==> src/design/cribaf_pkg.sv <==
// Shared types and constants for the crib alignment filter.
// No dependencies; every module of the block imports this package.
package cribaf_pkg;

	localparam int REQ_W     = 2;
	localparam int LETTER_W  = 5;
	localparam int IDX_W     = 5;
	localparam int POS_W     = 16;
	localparam int CFG_LEN_W = 6;
	localparam int S_TDATA_W = 16;
	localparam int M_TDATA_W = 16;
	localparam int PADDR_W   = 3;
	localparam int PDATA_W   = 32;

	localparam logic [REQ_W-1:0] REQ_LOAD = 2'd0;
	localparam logic [REQ_W-1:0] REQ_TEXT = 2'd1;
	localparam logic [REQ_W-1:0] REQ_END  = 2'd2;

	// Register word index, taken from paddr[2].
	localparam logic REG_LEN_CFG    = 1'b0;
	localparam logic REG_ONLY_FIRST = 1'b1;

	typedef struct packed {
		logic                clear;
		logic                shift;
		logic                load;
		logic [LETTER_W-1:0] letter;
	} cell_ctrl_t;

	typedef struct packed {
		logic [POS_W-1:0] position;
		logic             none_found;
	} result_t;

endpackage

==> src/design/cribaf_cell.sv <==
// One cell of the alignment chain: a crib letter and the reject flag of one offset.
// Depends on cribaf_pkg.
module cribaf_cell (
	input  logic                  clk,
	input  logic                  arst_n,
	input  cribaf_pkg::cell_ctrl_t ctrl,
	input  logic                  sel,
	input  logic                  active,
	input  logic                  flag_in,
	output logic                  flag,
	output logic                  flag_nxt
);
	import cribaf_pkg::*;

	logic [LETTER_W-1:0] crib_q;
	logic                flag_q;

	// Crib storage has no reset; it is defined once loaded.
	always_ff @(posedge clk) begin
		if (ctrl.load && sel) begin
			crib_q <= ctrl.letter;
		end
	end

	assign flag_nxt = flag_in | (crib_q == ctrl.letter);

	always_ff @(posedge clk or negedge arst_n) begin
		if (!arst_n) begin
			flag_q <= 1'b0;
		end else if (ctrl.clear) begin
			flag_q <= 1'b0;
		end else if (ctrl.shift && active) begin
			flag_q <= flag_nxt;
		end
	end

	assign flag = flag_q;

endmodule

==> src/design/cribaf_outbuf.sv <==
// Two-entry output buffer: an output register backed by a skid register.
// Depends on cribaf_pkg.
module cribaf_outbuf (
	input  logic                clk,
	input  logic                arst_n,
	input  logic                push,
	input  cribaf_pkg::result_t push_data,
	output logic                in_ready,
	output logic                out_valid,
	input  logic                out_ready,
	output cribaf_pkg::result_t out_data
);
	import cribaf_pkg::*;

	result_t out_q;
	result_t skid_q;
	logic    out_valid_q;
	logic    skid_valid_q;
	logic    pop;

	assign pop = out_valid_q & out_ready;

	always_ff @(posedge clk or negedge arst_n) begin
		if (!arst_n) begin
			out_valid_q  <= 1'b0;
			skid_valid_q <= 1'b0;
		end else if (skid_valid_q) begin
			if (pop) begin
				skid_valid_q <= 1'b0;
			end
		end else if (push) begin
			if (!out_valid_q || pop) begin
				out_valid_q <= 1'b1;
			end else begin
				skid_valid_q <= 1'b1;
			end
		end else if (pop) begin
			out_valid_q <= 1'b0;
		end
	end

	always_ff @(posedge clk) begin
		if (skid_valid_q) begin
			if (pop) begin
				out_q <= skid_q;
			end
		end else if (push) begin
			if (!out_valid_q || pop) begin
				out_q <= push_data;
			end else begin
				skid_q <= push_data;
			end
		end
	end

	// A new transfer is taken whenever the skid register is free.
	assign in_ready  = ~skid_valid_q;
	assign out_valid = out_valid_q;
	assign out_data  = out_q;

endmodule

==> src/design/crib_alignment_filter.sv <==
// Top level of the crib alignment filter: register port, cell chain, output buffer.
// Depends on cribaf_pkg, cribaf_cell and cribaf_outbuf.
//
//   channel   | direction | signals                              | carries
//   ----------+-----------+--------------------------------------+-----------------------------
//   s_ stream | in        | s_tvalid s_tready s_tdata s_tuser    | crib loads, letters, ends
//   m_ stream | out       | m_tvalid m_tready m_tdata m_tuser    | positions, end-of-message
//   APB       | in/out    | psel penable pwrite paddr pwdata ... | crib length, first-only mode
//
// A new request is taken each cycle unless s_tready is low. All crib positions are
// compared in parallel in the cell row, so the rate is one letter per unstalled clock.
// A result goes into the output register, or into the skid register while that one is full.
// s_tready drops only when both the output register and the skid register hold results.
// Reset clears the reject flags, counters and buffer; crib letters keep no reset value.
module crib_alignment_filter #(
	parameter int MAX_CRIB = 32,
	parameter int MAX_TEXT = 65536
) (
	input  logic                                 clk,
	input  logic                                 arst_n,
	input  logic                                 s_tvalid,
	output logic                                 s_tready,
	input  logic [cribaf_pkg::S_TDATA_W-1:0]     s_tdata,  // letter[4:0], crib_index[9:5]
	input  logic [cribaf_pkg::REQ_W-1:0]         s_tuser,  // req_type[1:0]
	output logic                                 m_tvalid,
	input  logic                                 m_tready,
	output logic [cribaf_pkg::M_TDATA_W-1:0]     m_tdata,  // position[15:0]
	output logic [0:0]                           m_tuser,  // none_found[0]
	input  logic                                 psel,
	input  logic                                 penable,
	input  logic                                 pwrite,
	input  logic [cribaf_pkg::PADDR_W-1:0]       paddr,
	input  logic [cribaf_pkg::PDATA_W-1:0]       pwdata,
	output logic [cribaf_pkg::PDATA_W-1:0]       prdata,
	output logic                                 pready
);
	import cribaf_pkg::*;

	localparam int CW = $clog2(MAX_TEXT + 1);
	localparam int IW = (MAX_CRIB > 1) ? $clog2(MAX_CRIB) : 1;
	localparam int LW = 7;

	logic [CFG_LEN_W-1:0] len_cfg_q;
	logic                 only_first_q;
	logic [CW-1:0]        count_q;
	logic                 found_any_q;

	logic                 in_fire;
	logic                 cfg_wr;
	logic [LETTER_W-1:0]  letter;
	logic [IDX_W-1:0]     crib_index;
	logic [REQ_W-1:0]     req_type;
	logic [LW-1:0]        len;
	logic                 text_go;
	logic                 survive;
	logic                 push;
	logic [CW:0]          cnt_p1;
	logic [CW:0]          len_ext;
	cell_ctrl_t           ctrl;
	result_t              res;
	result_t              out_res;
	logic [MAX_CRIB-1:0]  flags;
	logic [MAX_CRIB-1:0]  flags_nxt;

	// Configuration registers.
	assign pready = 1'b1;
	assign cfg_wr = psel & penable & pwrite & pready;

	always_ff @(posedge clk or negedge arst_n) begin
		if (!arst_n) begin
			len_cfg_q    <= CFG_LEN_W'(1);
			only_first_q <= 1'b0;
		end else if (cfg_wr) begin
			if (paddr[2] == REG_LEN_CFG) begin
				len_cfg_q <= pwdata[CFG_LEN_W-1:0];
			end else begin
				only_first_q <= pwdata[0];
			end
		end
	end

	always_comb begin
		prdata = '0;
		if (paddr[2] == REG_LEN_CFG) begin
			prdata[CFG_LEN_W-1:0] = len_cfg_q;
		end else begin
			prdata[0] = only_first_q;
		end
	end

	// Zero length counts as one, and lengths above the chain are clipped to it.
	always_comb begin
		if (len_cfg_q == '0) begin
			len = LW'(1);
		end else if (LW'(len_cfg_q) > LW'(MAX_CRIB)) begin
			len = LW'(MAX_CRIB);
		end else begin
			len = LW'(len_cfg_q);
		end
	end

	assign in_fire    = s_tvalid & s_tready;
	assign letter     = s_tdata[LETTER_W-1:0];
	assign crib_index = s_tdata[LETTER_W +: IDX_W];
	assign req_type   = s_tuser;

	// Letters beyond the counter limit are dropped until the end of message.
	assign text_go = in_fire && (req_type == REQ_TEXT) && (count_q < CW'(MAX_TEXT));

	assign ctrl.clear  = in_fire && (req_type == REQ_END);
	assign ctrl.shift  = text_go;
	assign ctrl.load   = in_fire && (req_type == REQ_LOAD);
	assign ctrl.letter = letter;

	for (genvar k = 0; k < MAX_CRIB; k++) begin : g_cell
		logic flag_in;
		if (k == 0) begin : g_head
			assign flag_in = 1'b0;
		end else begin : g_link
			assign flag_in = flags[k-1];
		end
		cribaf_cell u_cell (
			.clk      (clk),
			.arst_n   (arst_n),
			.ctrl     (ctrl),
			.sel      (LW'(crib_index) == LW'(k)),
			.active   (len > LW'(k)),
			.flag_in  (flag_in),
			.flag     (flags[k]),
			.flag_nxt (flags_nxt[k])
		);
	end

	assign cnt_p1  = (CW + 1)'(count_q) + (CW + 1)'(1);
	assign len_ext = (CW + 1)'(len);
	assign survive = text_go && (cnt_p1 >= len_ext) && !flags_nxt[IW'(len - LW'(1))];

	always_ff @(posedge clk or negedge arst_n) begin
		if (!arst_n) begin
			count_q     <= '0;
			found_any_q <= 1'b0;
		end else if (ctrl.clear) begin
			count_q     <= '0;
			found_any_q <= 1'b0;
		end else if (text_go) begin
			count_q <= count_q + CW'(1);
			if (survive) begin
				found_any_q <= 1'b1;
			end
		end
	end

	always_comb begin
		res  = '0;
		push = 1'b0;
		if (ctrl.clear) begin
			res.none_found = ~found_any_q;
			push           = 1'b1;
		end else if (survive && !(only_first_q && found_any_q)) begin
			res.position = POS_W'(cnt_p1 - len_ext);
			push         = 1'b1;
		end
	end

	cribaf_outbuf u_outbuf (
		.clk       (clk),
		.arst_n    (arst_n),
		.push      (push),
		.push_data (res),
		.in_ready  (s_tready),
		.out_valid (m_tvalid),
		.out_ready (m_tready),
		.out_data  (out_res)
	);

	assign m_tdata    = out_res.position;
	assign m_tuser[0] = out_res.none_found;

endmodule

==> config.mk <==
export PLATFORM = sky130hd
export DESIGN_NAME = crib_alignment_filter
export DESIGN_NICKNAME = d
export VERILOG_FILES = /design/src/design/cribaf_pkg.sv /design/src/design/cribaf_cell.sv /design/src/design/cribaf_outbuf.sv /design/src/design/crib_alignment_filter.sv
export SDC_FILE = /design/constraint.sdc
export NUM_CORES = 1
export LEC_CHECK = 0
export BUFFER_PORTS_ARGS = -buffer_cell sky130_fd_sc_hd__buf_2
export CELL_PAD_IN_SITES_DETAIL_PLACEMENT = 0
export CELL_PAD_IN_SITES_GLOBAL_PLACEMENT = 1
export CORE_UTILIZATION = 44
export DETAILED_ROUTE_END_ITERATION = 7
export MAX_ROUTING_LAYER = met4
export PLACE_DENSITY_LB_ADDON = 0.1
export SLEW_MARGIN = 40
export SYNTH_ARGS = -nofsm -noshare
export SYNTH_HDL_FRONTEND = slang
export SYNTH_SLANG_ARGS = --single-unit
==> constraint.sdc <==
create_clock -name clk -period 4.1 [get_ports clk]
set_input_delay 0.615 -clock clk [delete_from_list [all_inputs] [get_ports clk]]
set_output_delay 0.615 -clock clk [all_outputs]
set_load 0.03 [all_outputs]
==> results by group <==
Status
  • Status: finished clean

GRT
  • Initial antenna violation count: 0
  • First-pass GRT wire length: 46500 µm
  • Total routing usage reported by global routing: 20.5%
  • Vias in the first global route: 8055
  • Pin count of the biggest net entering global routing: 36
  • GRT overflow: 0

Cells and area
  • Register Area: 7280 µm²
  • Area of the multi-input gates: 4980 µm²
  • Commonest non-fill, non-tap cell in the layout: edfxtp_1
  • Ratio of cells with drive above 1 in the final layout: 16.8%
  • Fillers: 2560
  • Area growth from synthesis to layout: 13.1%
  • Most frequent cells in the layout: edfxtp_1, nor2_1, xor2_1
  • Finished Layout Cells: 1560
  • # diodes: 0
  • Number of nets in the layout: 1225

Setup path
  • Worst-path cell chain: nor4_1 > nor2_1 > nor2_4 > inv_2 > ha_1 > xor2_4 > nand2_2 > a2111oi_2 > a311o_1 > o41ai_2 > a311oi_2 > nand3_4 > a21boi_2 > buf_4
  • Worst setup EP type: flop
  • Reg2reg start: len_cfg_q[4]$_DFFE_PN0P_
  • Number of buffer and inverter stages on the critical path: 2
  • Crit path from: len_cfg_q[4]$_DFFE_PN0P_
  • WP data arrival: 4.03 ns
  • Class of the most critical setup path: reg -> reg
  • CP max FO: 17
  • Slowest stage delay, CP: 0.47 ns
  • Crit path required time: 4.34 ns
  • Critical Path Start Type: flop
  • Slowest cell on crit path: a311oi_2
  • Delay-heaviest family, CP: compound AO/OA/AOI/OAI gates

Place
  • Gp weighted congestion: 0.854
  • Pre-CTS setup slack: 0.304 ns
  • Dpl hpwl: 20400 µm
  • Cell count after placement: 1506
  • Port Buf Inserts: 50

Logic synthesis
  • Cell variety after synth: 86
  • Synthesized cell area: 12800 µm²
  • Synth warnings: 0
  • Post-synth EDFFs: 194
  • Primary FF master, synth: edfxtp_1
  • Mean area per synthesized cell: 11.8 µm²
  • Sequential area share after synthesis: 56.9%
  • Mapped Cells: 1084
  • Synthesized flop and latch total: 252
  • Post-synth ARST share: 23.0%

Clock network
  • Clock Sinks: 252
  • CTS Hold Bufs: 0
  • # resized after CTS: 0
  • TritonCTS Buffers: 29
  • H-tree Lvls: 1
  • Skew-Pair Late Insertion Delay: 0.56 ns
  • Post-CTS Repair Setup Buffers: 0
  • Reg clk slew, reported paths: 0.07 ns
  • TritonCTS clock tree: done
  • Clock root buffer: clkbuf_16
  • Max clock buf depth: 3

Power
  • LEAKAGE: 5.27 nW
  • VDD IR max: 430 µV
  • PwrDens: 502 nW/µm²

Detailed routing
  • Routed wire length: 28700 µm
  • Via count: 8063
  • Initial DRC Count: 546
  • DR pass1 iterations: 4
  • DRC viols: 0
  • Via-to-Cell Ratio: 5.17
  • Wire per inst: 18.4 µm
  • Antenna Nets Post-Route: 0

STA
  • Setup-failing EPs final: 0
  • Final setup margin: 0.311 ns
  • Max_slew headroom: 49.1%
  • Setup TNS: 0 ns
  • Hold Fails Final Rpt: 0
  • Tmin final: 3.79 ns
  • Final setup skew: 0.0186 ns
  • Final worst-path cycle share: 92.4%
  • Max-slew violation count: 0
  • Final hold slack: 0.0103 ns
  • Fmax: 0.264 GHz
  • RSZ-0062 raised after global routing: no
  • Slew @ Worst Pin: 0.762 ns

Floorplanning
  • Die Ht: 173 µm
  • Initial Util: 44.7%
  • Chip width: 173 µm
  • Row cnt: 62
  • Die Area: 29800 µm²
  • Core outline area: 28600 µm²
  • Io pins: 112

Worst hold path
  • Worst min path class: in -> async

Job
  • Max-cap violations: 0
-- power by group --
part	leakage (nW)	total [W]	switching [W]	internal (W)
clock network	0.477	0.00261	0.00103	0.00158
registers	2.52	0.00302	0.000105	0.00291
logic	2.28	0.00165	0.00107	0.000579
-- cells in the mapped netlist (all sizes together) (7+ instances only) --
master,count,area [µm²]
a31oi,19,134
nand2,71,269
buf,63,500
clkbuf,22,82.6
a31o,7,61.3
nand4,8,56.3
mux2,10,113
nor4,7,50.1
a211oi,7,57.6
nor2,118,453
ha,11,138
and3,8,50.1
nand3,26,158
nand2b,7,43.8
nor2b,8,50.1
o21ai,66,360
a21oi,44,220
xor2,96,860
edfxtp,194,5830
o31ai,10,75.1
nor3,38,195
dfrtp,57,1430
xnor2,90,796
inv,15,56.3
mux2i,9,90.1
-- worst paths after layout --
path,slack (ns),endpoint,cells after the start
setup / recovery,0.31,u_outbuf.out_data[10]$_DFFE_PP_,14
setup reg to reg,0.31,u_outbuf.out_data[10]$_DFFE_PP_,14
hold / removal,0.01,count_q[12]$_DFFE_PN0P_,1
max in group asynchronous,3.34,g_cell[30].u_cell.flag$_DFFE_PN0P_,2
hold reg to reg,0.52,g_cell[9].u_cell.flag$_DFFE_PN0P_,2
min in group clk,0.30,len_cfg_q[2]$_DFFE_PN0P_,2
-- through the flow --
| stage | total power [W] | utilization [%] | instance area (µm²) |
|---|---|---|---|
| after CTS | 0.00735 | 50.5 | 14500 |
| after detailed placement | 0.00473 | 47.1 | 13500 |
| final | 0.00727 | 50.5 | 14500 |
| after global placement | 0.00472 | 47.1 | 13500 |
| after floorplan | 0.00420 | - | 12900 |
| after global routing | 0.00763 | 50.5 | 14500 |
-- layout make-up --
type	count	share of cell area [%]
Timing Repair Buffer	98	4.76
Clock buffer	43	5.94
Multi-Input combinational cell	757	34.4
Tap cell	384	3.32
Inverter	15	0.389
Sequential cell	252	50.3
Clock inverter	11	0.873
-- worst register-to-register path, cell delays in order, from the launching register on --
cell and delay [ns]:
dfrtp_1 0.38, nor4_1 0.27, nor2_1 0.11, nor2_4 0.14, inv_2 0.05, ha_1 0.32, xor2_4 0.38, nand2_2 0.21
a2111oi_2 0.26, a311o_1 0.18, o41ai_2 0.09, a311oi_2 0.47, nand3_4 0.21, a21boi_2 0.16, buf_4 0.24
-- sequential cells by signal (all words and copies together) (netlist names) --
signal	count
u_outbuf.skid_q	17
u_outbuf.out_data	17
only_first_q	1
u_outbuf.skid_valid_q	1
u_outbuf.out_valid	1
count_q	17
found_any_q	1
g_cell.u_cell.crib_q	160
g_cell.u_cell.flag	31
len_cfg_q	6
-- logic make-up (layout without fill, tap and decap cells) --
logic type,after synthesis,in the layout,synth area share (%)
compound gates,201,201,10.6
simple gates,311,311,11.5
fa+ha+maj,12,12,1.23
mux,20,20,1.76
xor+xnor,186,186,12.9
other cells,2,27,0.0587
flops,252,252,56.9
buf+inv,100,167,5.00
-- metal layers --
layer | track usage (%) | vias up | part of all wire (%)
met1 | 27.7 | 3901 | 47
met5 | - | - | 0
met4 | 4.43 | 0 | 2.0
li1 | - | 3977 | -
met2 | 33.2 | 144 | 48
met3 | 2.48 | 41 | 3.1
Note: power is estimated with default switching activity, not from simulation.
